[config.mk]
export PLATFORM = sky130hd
export DESIGN_NAME = scanned_device_table_flat
export DESIGN_NICKNAME = d
export VERILOG_FILES = /design/src/sv/sdt_pkg.sv /design/src/sv/sdt_report_if.sv /design/src/sv/sdt_result_if.sv /design/src/sv/scanned_device_table.sv /design/src/sv/sdt_cell.sv /design/src/flat_wrapper.sv
export VERILOG_INCLUDE_DIRS = /design/src /design/src/sv
export SDC_FILE = /design/constraint.sdc
export NUM_CORES = 2
export LEC_CHECK = 0
export BUFFER_PORTS_ARGS = -buffer_cell sky130_fd_sc_hd__clkbuf_2
export CAP_MARGIN = 20
export CELL_PAD_IN_SITES_DETAIL_PLACEMENT = 1
export CELL_PAD_IN_SITES_GLOBAL_PLACEMENT = 1
export CORE_ASPECT_RATIO = 1.2
export CORE_MARGIN = 5
export CORE_UTILIZATION = 45
export DETAILED_ROUTE_END_ITERATION = 10
export PLACE_DENSITY_LB_ADDON = 0.25
export SLEW_MARGIN = 30
export SYNTH_ARGS = -nofsm -noshare
export SYNTH_HDL_FRONTEND = slang
export SYNTH_SLANG_ARGS = --single-unit
[constraint.sdc]
create_clock -name i_clk -period 10.77 [get_ports i_clk]
set_input_delay 2.6925 -clock i_clk [delete_from_list [all_inputs] [get_ports i_clk]]
set_output_delay 2.6925 -clock i_clk [all_outputs]
set_load 0.03 [all_outputs]
[src/sv/assert_macros.svh]
// assertion macros used by the rtl top level
`ifndef ASSERT_MACROS_SVH
`define ASSERT_MACROS_SVH

`ifndef SYNTHESIS
`define ASSERT_IMP(lbl, clk, rst_n, ante, cons) \
    lbl: assert property (@(posedge clk) disable iff (!rst_n) (ante) |-> (cons)) \
        else $error("assertion failed");
`define ASSERT_NXT(lbl, clk, rst_n, ante, cons) \
    lbl: assert property (@(posedge clk) disable iff (!rst_n) (ante) |=> (cons)) \
        else $error("assertion failed");
`else
`define ASSERT_IMP(lbl, clk, rst_n, ante, cons)
`define ASSERT_NXT(lbl, clk, rst_n, ante, cons)
`endif

`endif

[src/sv/sdt_pkg.sv]
// types and constants of the scanned device table
package sdt_pkg;

    localparam int TABLE_DEPTH_DEF = 16;
    localparam logic [4:0] BEACON_MAX = 5'd31;

    // one table entry, also the held query
    typedef struct packed {
        logic [47:0]        addr;
        logic [1:0]         atype;
        logic [7:0]         flags;
        logic signed [7:0]  strength;
        logic [31:0]        rtime;
        logic               beacon;
    } t_entry;

    // probe travelling along the cell row
    typedef struct packed {
        logic               valid;
        logic               found;
        logic signed [7:0]  hit_strength;
        logic [31:0]        old_time;
        logic               old_beacon;
    } t_probe;

    // write control broadcast to the cells
    typedef struct packed {
        logic valid;
        logic is_new;
    } t_wr_ctl;

endpackage

[src/sv/sdt_report_if.sv]
// report channel: one advertising report per word
interface sdt_report_if;
    logic               valid;
    logic               ready;
    logic [47:0]        device_address;
    logic [1:0]         address_type;
    logic [7:0]         adv_flags;
    logic signed [7:0]  signal_strength;
    logic [31:0]        report_time;
    logic               is_beacon;
    logic               payload_empty;

    modport source (output valid, device_address, address_type, adv_flags,
                    signal_strength, report_time, is_beacon, payload_empty,
                    input ready);
    modport sink (input valid, device_address, address_type, adv_flags,
                  signal_strength, report_time, is_beacon, payload_empty,
                  output ready);
endinterface

[src/sv/sdt_result_if.sv]
// result channel: one table update result per word
interface sdt_result_if;
    logic               valid;
    logic               ready;
    logic               accepted;
    logic [3:0]         slot;
    logic               was_new;
    logic               evicted;
    logic               focus_hit;
    logic signed [7:0]  focus_prev_strength;
    logic [4:0]         device_count;
    logic [4:0]         beacon_count;

    modport source (output valid, accepted, slot, was_new, evicted, focus_hit,
                    focus_prev_strength, device_count, beacon_count,
                    input ready);
    modport sink (input valid, accepted, slot, was_new, evicted, focus_hit,
                  focus_prev_strength, device_count, beacon_count,
                  output ready);
endinterface

[src/sv/scanned_device_table.sv]
// scanned device table: top level with control and the cell row
// an accepted report is answered after its probe has walked the cell row one
// slot per cycle and the result register is free; an empty report skips the walk
// a new report is taken only in the idle state, one at a time
// reset clears the counters, the focus register and the control state; the
// slot contents are not cleared and only filled slots are ever searched
`include "assert_macros.svh"

module scanned_device_table #(
    parameter int TABLE_DEPTH = sdt_pkg::TABLE_DEPTH_DEF
) (
    input  logic             i_clk,
    input  logic             i_rst_n,
    sdt_report_if.sink       i_report,
    sdt_result_if.source     o_result,
    input  logic             i_cfg_valid,
    output logic             o_cfg_ready,
    input  logic [3:0]       i_cfg_data
);
    localparam int IW = $clog2(TABLE_DEPTH);
    localparam int CW = $clog2(TABLE_DEPTH + 1);

    typedef enum logic [1:0] {S_IDLE, S_SCAN, S_DONE} t_state;

    t_state            r_state;
    sdt_pkg::t_entry   r_q;
    logic              r_empty, r_launch;
    logic              r_found, r_old_beacon;
    logic signed [7:0] r_hit_strength;
    logic [IW-1:0]     r_hit_idx, r_old_idx;
    logic [CW-1:0]     r_count;
    logic [4:0]        r_beacon;
    logic [3:0]        r_focus;

    logic              r_out_valid, r_out_accepted, r_out_was_new, r_out_evicted;
    logic              r_out_focus_hit;
    logic [3:0]        r_out_slot;
    logic signed [7:0] r_out_prev;
    logic [4:0]        r_out_dev_count, r_out_beacon_count;

    sdt_pkg::t_probe   w_probe [TABLE_DEPTH+1];
    logic [IW-1:0]     w_hit_idx [TABLE_DEPTH+1];
    logic [IW-1:0]     w_old_idx [TABLE_DEPTH+1];
    sdt_pkg::t_wr_ctl  w_wr;
    logic [IW-1:0]     w_slot;
    logic              w_full, w_new, w_evict, w_hit, w_load;
    logic [CW-1:0]     n_count;
    logic [4:0]        n_beacon, w_beacon_mid;

    // probe enters the first cell for one cycle
    always_comb begin
        w_probe[0] = '0;
        w_probe[0].valid = r_launch;
        w_hit_idx[0] = '0;
        w_old_idx[0] = '0;
    end

    for (genvar g = 0; g < TABLE_DEPTH; g++) begin : g_cell
        sdt_cell #(
            .TABLE_DEPTH (TABLE_DEPTH),
            .CELL_INDEX  (g)
        ) u_cell (
            .i_clk     (i_clk),
            .i_rst_n   (i_rst_n),
            .i_probe   (w_probe[g]),
            .i_hit_idx (w_hit_idx[g]),
            .i_old_idx (w_old_idx[g]),
            .o_probe   (w_probe[g+1]),
            .o_hit_idx (w_hit_idx[g+1]),
            .o_old_idx (w_old_idx[g+1]),
            .i_query   (r_q),
            .i_count   (r_count),
            .i_wr      (w_wr),
            .i_wr_idx  (w_slot)
        );
    end

    // decision once the probe has left the row
    always_comb begin
        w_full = (r_count == CW'(TABLE_DEPTH));
        w_new = !r_found;
        w_evict = w_new && w_full;
        w_hit = r_found && (32'(r_hit_idx) == 32'(r_focus));
        if (r_found) begin
            w_slot = r_hit_idx;
        end else if (w_full) begin
            w_slot = r_old_idx;
        end else begin
            w_slot = IW'(r_count);
        end
        n_count = (w_new && !w_full) ? CW'(r_count + 1'b1) : r_count;
        w_beacon_mid = r_beacon;
        if (w_evict && r_old_beacon && r_beacon != 5'd0) begin
            w_beacon_mid = r_beacon - 5'd1;
        end
        n_beacon = w_beacon_mid;
        if (w_new && r_q.beacon && w_beacon_mid != sdt_pkg::BEACON_MAX) begin
            n_beacon = w_beacon_mid + 5'd1;
        end
        w_load = (r_state == S_DONE) && (!r_out_valid || o_result.ready);
        w_wr.valid = w_load && !r_empty;
        w_wr.is_new = w_new;
    end

    always_ff @(posedge i_clk) begin
        if (!i_rst_n) begin
            r_state <= S_IDLE;
            r_launch <= 1'b0;
            r_count <= '0;
            r_beacon <= '0;
            r_focus <= '0;
            r_out_valid <= 1'b0;
        end else begin
            r_launch <= (r_state == S_IDLE) && i_report.valid && !i_report.payload_empty;
            if (i_cfg_valid) begin
                r_focus <= i_cfg_data;
            end
            if (w_load) begin
                r_out_valid <= 1'b1;
            end else if (o_result.ready) begin
                r_out_valid <= 1'b0;
            end
            unique case (r_state)
                S_IDLE: begin
                    if (i_report.valid) begin
                        r_q.addr <= i_report.device_address;
                        r_q.atype <= i_report.address_type;
                        r_q.flags <= i_report.adv_flags;
                        r_q.strength <= i_report.signal_strength;
                        r_q.rtime <= i_report.report_time;
                        r_q.beacon <= i_report.is_beacon;
                        r_empty <= i_report.payload_empty;
                        r_state <= i_report.payload_empty ? S_DONE : S_SCAN;
                    end
                end
                S_SCAN: begin
                    if (w_probe[TABLE_DEPTH].valid) begin
                        r_found <= w_probe[TABLE_DEPTH].found;
                        r_hit_strength <= w_probe[TABLE_DEPTH].hit_strength;
                        r_old_beacon <= w_probe[TABLE_DEPTH].old_beacon;
                        r_hit_idx <= w_hit_idx[TABLE_DEPTH];
                        r_old_idx <= w_old_idx[TABLE_DEPTH];
                        r_state <= S_DONE;
                    end
                end
                S_DONE: begin
                    if (w_load) begin
                        r_state <= S_IDLE;
                        if (r_empty) begin
                            r_out_accepted <= 1'b0;
                            r_out_slot <= '0;
                            r_out_was_new <= 1'b0;
                            r_out_evicted <= 1'b0;
                            r_out_focus_hit <= 1'b0;
                            r_out_prev <= '0;
                            r_out_dev_count <= 5'(r_count);
                            r_out_beacon_count <= r_beacon;
                        end else begin
                            r_out_accepted <= 1'b1;
                            r_out_slot <= 4'(w_slot);
                            r_out_was_new <= w_new;
                            r_out_evicted <= w_evict;
                            r_out_focus_hit <= w_hit;
                            r_out_prev <= w_hit ? r_hit_strength : 8'sd0;
                            r_out_dev_count <= 5'(n_count);
                            r_out_beacon_count <= n_beacon;
                            r_count <= n_count;
                            r_beacon <= n_beacon;
                        end
                    end
                end
                default: begin
                    r_state <= S_IDLE;
                end
            endcase
        end
    end

    assign i_report.ready = (r_state == S_IDLE);
    assign o_cfg_ready = 1'b1;

    assign o_result.valid = r_out_valid;
    assign o_result.accepted = r_out_accepted;
    assign o_result.slot = r_out_slot;
    assign o_result.was_new = r_out_was_new;
    assign o_result.evicted = r_out_evicted;
    assign o_result.focus_hit = r_out_focus_hit;
    assign o_result.focus_prev_strength = r_out_prev;
    assign o_result.device_count = r_out_dev_count;
    assign o_result.beacon_count = r_out_beacon_count;

    `ASSERT_IMP(a_count_max, i_clk, i_rst_n, 1'b1, r_count <= CW'(TABLE_DEPTH))
    `ASSERT_IMP(a_probe_in_scan, i_clk, i_rst_n, w_probe[TABLE_DEPTH].valid, r_state == S_SCAN)
    `ASSERT_NXT(a_count_step, i_clk, i_rst_n, w_wr.valid && w_new && !w_full, r_count == CW'($past(r_count) + 1'b1))
    `ASSERT_IMP(a_evict_full, i_clk, i_rst_n, r_out_valid && r_out_evicted, r_out_dev_count == 5'(TABLE_DEPTH))
endmodule

[src/sv/sdt_cell.sv]
// one table slot: stores an entry and updates the passing probe
module sdt_cell #(
    parameter int TABLE_DEPTH = sdt_pkg::TABLE_DEPTH_DEF,
    parameter int CELL_INDEX  = 0
) (
    input  logic                              i_clk,
    input  logic                              i_rst_n,
    input  sdt_pkg::t_probe                   i_probe,
    input  logic [$clog2(TABLE_DEPTH)-1:0]    i_hit_idx,
    input  logic [$clog2(TABLE_DEPTH)-1:0]    i_old_idx,
    output sdt_pkg::t_probe                   o_probe,
    output logic [$clog2(TABLE_DEPTH)-1:0]    o_hit_idx,
    output logic [$clog2(TABLE_DEPTH)-1:0]    o_old_idx,
    input  sdt_pkg::t_entry                   i_query,
    input  logic [$clog2(TABLE_DEPTH+1)-1:0]  i_count,
    input  sdt_pkg::t_wr_ctl                  i_wr,
    input  logic [$clog2(TABLE_DEPTH)-1:0]    i_wr_idx
);
    localparam int IW = $clog2(TABLE_DEPTH);
    localparam int CW = $clog2(TABLE_DEPTH + 1);
    localparam logic [IW-1:0] MY_IDX = IW'(CELL_INDEX);

    sdt_pkg::t_entry r_e;
    sdt_pkg::t_probe r_probe, n_probe;
    logic [IW-1:0]   r_hit_idx, n_hit_idx, r_old_idx, n_old_idx;
    logic            w_match, w_older;

    assign w_match = i_probe.valid && !i_probe.found
                     && (CW'(CELL_INDEX) < i_count) && (r_e.addr == i_query.addr);
    // first cell seeds the oldest search, later cells need strictly older
    assign w_older = (CELL_INDEX == 0) || (r_e.rtime < i_probe.old_time);

    always_comb begin
        n_probe = i_probe;
        n_hit_idx = i_hit_idx;
        n_old_idx = i_old_idx;
        if (w_match) begin
            n_probe.found = 1'b1;
            n_probe.hit_strength = r_e.strength;
            n_hit_idx = MY_IDX;
        end
        if (w_older) begin
            n_probe.old_time = r_e.rtime;
            n_probe.old_beacon = r_e.beacon;
            n_old_idx = MY_IDX;
        end
    end

    always_ff @(posedge i_clk) begin
        if (!i_rst_n) begin
            r_probe.valid <= 1'b0;
        end else begin
            r_probe.valid <= n_probe.valid;
        end
        r_probe.found <= n_probe.found;
        r_probe.hit_strength <= n_probe.hit_strength;
        r_probe.old_time <= n_probe.old_time;
        r_probe.old_beacon <= n_probe.old_beacon;
        r_hit_idx <= n_hit_idx;
        r_old_idx <= n_old_idx;
    end

    // address, type and flags keep their first values on a refresh
    always_ff @(posedge i_clk) begin
        if (i_wr.valid && i_wr_idx == MY_IDX) begin
            r_e.strength <= i_query.strength;
            r_e.rtime <= i_query.rtime;
            r_e.beacon <= i_query.beacon;
            if (i_wr.is_new) begin
                r_e.addr <= i_query.addr;
                r_e.atype <= i_query.atype;
                r_e.flags <= i_query.flags;
            end
        end
    end

    assign o_probe = r_probe;
    assign o_hit_idx = r_hit_idx;
    assign o_old_idx = r_old_idx;
endmodule

[src/flat_wrapper.sv]
// flat-port wrapper written by rule: the top's interface ports become plain ports
module scanned_device_table_flat 
#(
    parameter int TABLE_DEPTH = sdt_pkg::TABLE_DEPTH_DEF
)
  (i_clk, i_rst_n, i_cfg_valid, o_cfg_ready, i_cfg_data, i_report_valid, i_report_device_address, i_report_address_type, i_report_adv_flags, i_report_signal_strength, i_report_report_time, i_report_is_beacon, i_report_payload_empty, i_report_ready, o_result_valid, o_result_accepted, o_result_slot, o_result_was_new, o_result_evicted, o_result_focus_hit, o_result_focus_prev_strength, o_result_device_count, o_result_beacon_count, o_result_ready);
  sdt_report_if i_report_i ();
  sdt_result_if o_result_i ();
  input  logic i_clk;
  input  logic i_rst_n;
  input  logic i_cfg_valid;
  output logic o_cfg_ready;
  input  logic [3:0] i_cfg_data;
  input wire logic [$bits(i_report_i.valid)-1:0] i_report_valid;
  input wire logic [$bits(i_report_i.device_address)-1:0] i_report_device_address;
  input wire logic [$bits(i_report_i.address_type)-1:0] i_report_address_type;
  input wire logic [$bits(i_report_i.adv_flags)-1:0] i_report_adv_flags;
  input wire logic [$bits(i_report_i.signal_strength)-1:0] i_report_signal_strength;
  input wire logic [$bits(i_report_i.report_time)-1:0] i_report_report_time;
  input wire logic [$bits(i_report_i.is_beacon)-1:0] i_report_is_beacon;
  input wire logic [$bits(i_report_i.payload_empty)-1:0] i_report_payload_empty;
  output wire logic [$bits(i_report_i.ready)-1:0] i_report_ready;
  output wire logic [$bits(o_result_i.valid)-1:0] o_result_valid;
  output wire logic [$bits(o_result_i.accepted)-1:0] o_result_accepted;
  output wire logic [$bits(o_result_i.slot)-1:0] o_result_slot;
  output wire logic [$bits(o_result_i.was_new)-1:0] o_result_was_new;
  output wire logic [$bits(o_result_i.evicted)-1:0] o_result_evicted;
  output wire logic [$bits(o_result_i.focus_hit)-1:0] o_result_focus_hit;
  output wire logic [$bits(o_result_i.focus_prev_strength)-1:0] o_result_focus_prev_strength;
  output wire logic [$bits(o_result_i.device_count)-1:0] o_result_device_count;
  output wire logic [$bits(o_result_i.beacon_count)-1:0] o_result_beacon_count;
  input wire logic [$bits(o_result_i.ready)-1:0] o_result_ready;
  assign i_report_i.valid = i_report_valid;
  assign i_report_i.device_address = i_report_device_address;
  assign i_report_i.address_type = i_report_address_type;
  assign i_report_i.adv_flags = i_report_adv_flags;
  assign i_report_i.signal_strength = i_report_signal_strength;
  assign i_report_i.report_time = i_report_report_time;
  assign i_report_i.is_beacon = i_report_is_beacon;
  assign i_report_i.payload_empty = i_report_payload_empty;
  assign i_report_ready = i_report_i.ready;
  assign o_result_valid = o_result_i.valid;
  assign o_result_accepted = o_result_i.accepted;
  assign o_result_slot = o_result_i.slot;
  assign o_result_was_new = o_result_i.was_new;
  assign o_result_evicted = o_result_i.evicted;
  assign o_result_focus_hit = o_result_i.focus_hit;
  assign o_result_focus_prev_strength = o_result_i.focus_prev_strength;
  assign o_result_device_count = o_result_i.device_count;
  assign o_result_beacon_count = o_result_i.beacon_count;
  assign o_result_i.ready = o_result_ready;
  scanned_device_table #(.TABLE_DEPTH(TABLE_DEPTH)) u_core (.i_clk(i_clk), .i_rst_n(i_rst_n), .i_report(i_report_i), .o_result(o_result_i), .i_cfg_valid(i_cfg_valid), .o_cfg_ready(o_cfg_ready), .i_cfg_data(i_cfg_data));
endmodule
==> metrics <==
Clock Skews=0.0346 ns; pin slew with the least headroom to its limit=0.991 ns; Post-DRT Antenna Nets=0; CTS tree=built; clock root buffer=clkbuf_16; CP dominant cell by count=nand2b_1; max incr delay on CP=0.71 ns; IO buf count=126; Worst R2R Setup Slack=6.06 ns; M3 GR Usage=2.60%; worst reg2reg startpoint=u_core.r_count[0]; Tot GR Track Use=21.5%; FFs w/ async S/R, synth=0%; Max-slew headroom=34.0%; Clock Pin Slew Worst Setup and Hold Paths=0.06 ns; H-tree depth=4; half-perimeter wire length after placement=152000 um; Hold Path End=u_core.g_cell[0].u_cell.o_probe[32]; ordered cell list for the critical path=clkbuf_2 -> nand2b_1 -> nand2b_1 -> nor2_1 -> nand3_2 -> nor2_4 -> buf_4; CP top delay family=simple AND/OR/NAND/NOR gates; final WL=234000 um; Worst EP required=11.23 ns; std cell rows=182; drt drc=0; worst hold path depth=0; Core Box Area=0.204 sq mm; synthesized area=0.0921 sq mm; period utilization=46.4%; Final #Nets=7117; first-pass GRT wire length=347000 um; worst reg2reg path endpoint=u_core.g_cell[2].u_cell.r_e[10]; most common library cells after synthesis=1558 x edfxtp_1, 772 x dfxtp_1, 586 x mux2_2, 535 x inv_1, 470 x ha_1; post-layout min period=5.00 ns; number of synthesized flops with an enable pin=1558; HP Class=register to register; Die Area=0.214 sq mm; Avg Cell Area, Syn=14.9 sq um; Area after DPL=0.0971 sq mm; Initial Util=45.1%; slowest CP cell=buf_4; Max Clk Rate=0.200 GHz; arrival time worst endpoint=5.46 ns; # setup viols final=0; post-synth top area share=50.8%; setup TNS=0 ns; Pleak=39.6 nW; vias in the first global route=55500; met1 Use GR=23.4%; PD cells=176 mW/mm^2; maximum VDD drop=141 uV; count leader, synth=edfxtp_1; Clk Latency, worst-skew pair=0.86 ns; GR met2 Demand/Resource=41.6%; Seq cells post-synth=2330; post-layout util=51.5%; Most Used Layer, Global Route=met2; critical path type=input port to register; register area share after synthesis=67.6%; Clock Sinks=2330; initial antenna violation count=8; Synth Warn #=0; Mapped Cells=6191; Die X=423 um; Final Hold Violating Endpoints=0; GRT overflow=0; fillers=19500; Layout Cells excl Fill=9415; pin count of the biggest net entering global routing=49; Yosys cell types=73; ys flop type=edfxtp_1; Initial DRC Count=2840; RePlAce Congestion=0.827; Post-Place Cells=8973; WP buf/inv=2; outcome=complete, no violations; Ports=138; Wirelength per Cell=24.9 um; RSZ-0062 raised after global routing=no; Post-Synthesis Net Count=6770; CP startpoint kind=input port; via-per-instance ratio=5.36; CP max FO=41; largest area contributor in the netlist=edfxtp_1; nature of the critical path endpoint=register; Num CTS Buffers=227; Post-CTS Hold Buffers=0; Max Root-Sink Buffers=3; area grow syn2layout=14.1%; Hold Path Origin=u_core.g_cell[0].u_cell.n_probe[32]; via count=50500; max_cap viols=0; post-CTS setup buffers=0; reg2reg path depth=10; Die H=506 um; share of cells above drive strength 1=20.0%; fin area=0.105 sq mm; Slew Limit Fails=0; post-CTS sizing=0; TritonRoute pass-1 iters=5; top cells by area, synth=edfxtp_1 51%, dfxtp_1 17%, mux2_2 7.2%
[layout by cell type, fill, tap and decap left out, types with 56 or more instances in the layout]
cell type	count
edfxtp_1	1558
mux2_2	586
clkbuf_2	127
nor3_1	60
nand3_1	62
nand2_1	123
xnor2_1	371
o21ai_0	60
nand2b_1	68
clkinv_2	56
inv_1	534
clkbuf_16	233
nor4_1	101
xor2_1	352
ha_1	470
buf_4	155
nand4_1	167
dfxtp_1	772
nor2_1	87
a21oi_1	143
[per-layer routing]
layer / share of wire [%] / wire length (um) / vias to the layer above
met3: 3.0 / 7090 / 418
li1: - / - / 23100
met4: 4.7 / 10900 / 0
met5: 0 / 0 / -
met1: 38 / 88000 / 26000
met2: 55 / 128000 / 918
[how the worst max path moves through the flow]
stage          slack [ns]           start                             endpoint  cells after the start
3_5_place_dp         4.92  o_result_ready  u_core.g_cell[0].u_cell.n_probe[10]                      7
3_3_place_gp         4.80  o_result_ready  u_core.g_cell[0].u_cell.n_probe[10]                      7
4_1_cts              5.83  o_result_ready   u_core.g_cell[0].u_cell.n_probe[5]                      7
5_1_grt              5.74  o_result_ready       u_core.g_cell[1].u_cell.r_e[4]                      7
6_report             5.77  o_result_ready      u_core.g_cell[1].u_cell.r_e[11]                      7
2_1_floorplan        0.74         i_rst_n                       u_core.r_empty                      2
[final cells by class]
class                   instances  area [sq um]  share of cell area (%)
well taps                    2668          3340                    3.18
multi-input cells            3157         27700                    26.3
repair buffers                287          1860                    1.77
clock buffers                 302          6370                    6.06
flip-flops and latches       2330         62200                    59.2
diodes                          4          10.0                 0.00952
clock inverters               132          1620                    1.54
inverters                     535          2010                    1.91
[through the flow]
stage / setup slack (ns) / total power (W) / hold WS, ns
floorplan: 0.737 / 0.0101 / 0.323
global placement: 4.80 / 0.0103 / 0.325
detailed placement: 4.92 / 0.0103 / 0.328
CTS: 5.83 / 0.0187 / 0.341
global route: 5.74 / 0.0191 / 0.344
finish: 5.77 / 0.0185 / 0.341
[logic make-up after synthesis]
family	Yosys count	synth area share, %
adders and majority gates	470	6.39
muxes	591	7.22
buffers and inverters	704	3.00
and+or+nand+nor	928	5.69
AOI/OAI and AO/OA	444	3.25
DFF	2330	67.6
xor gates and xnor gates	723	6.88
other	1	0.00407
[registers in the layout, indices dropped and copies added, names as in the netlist, 2 cells and up]
signal and flops:
u_core.r_q 89, u_core.r_old_idx 4, u_core.g_cell.u_cell.o_hit_idx 49, u_core.g_cell.u_cell.n_probe 33, u_core.o_result.focus_prev_strength 8, u_core.g_cell.u_cell.o_probe 656, u_core.r_count 5, u_core.g_cell.u_cell.o_old_idx 49
u_core.r_beacon 5, u_core.r_state 2, u_core.o_result.slot 4, u_core.o_result.device_count 5, u_core.r_hit_strength 8, u_core.g_cell.u_cell.r_e 1391, u_core.r_focus 4, u_core.o_result.beacon_count 5
u_core.r_hit_idx 4
[worst register-to-register path, delay by kind of cell, from the launching register on]
family          cells  cell delay, ns
compound gates      1            0.81
flops               1            0.57
fa+ha+maj           1            0.27
simple gates        4            1.31
mux                 1            0.17
buf+inv             3            1.04
[where the power goes]
part	switching [W]	leakage, nW	internal [W]
clock network	0.00345	3.93	0.00491
registers	0.0000648	20.5	0.00957
logic	0.000336	15.2	0.000164
total	0.00385	39.6	0.0146
(Power assumes the default switching activity.)
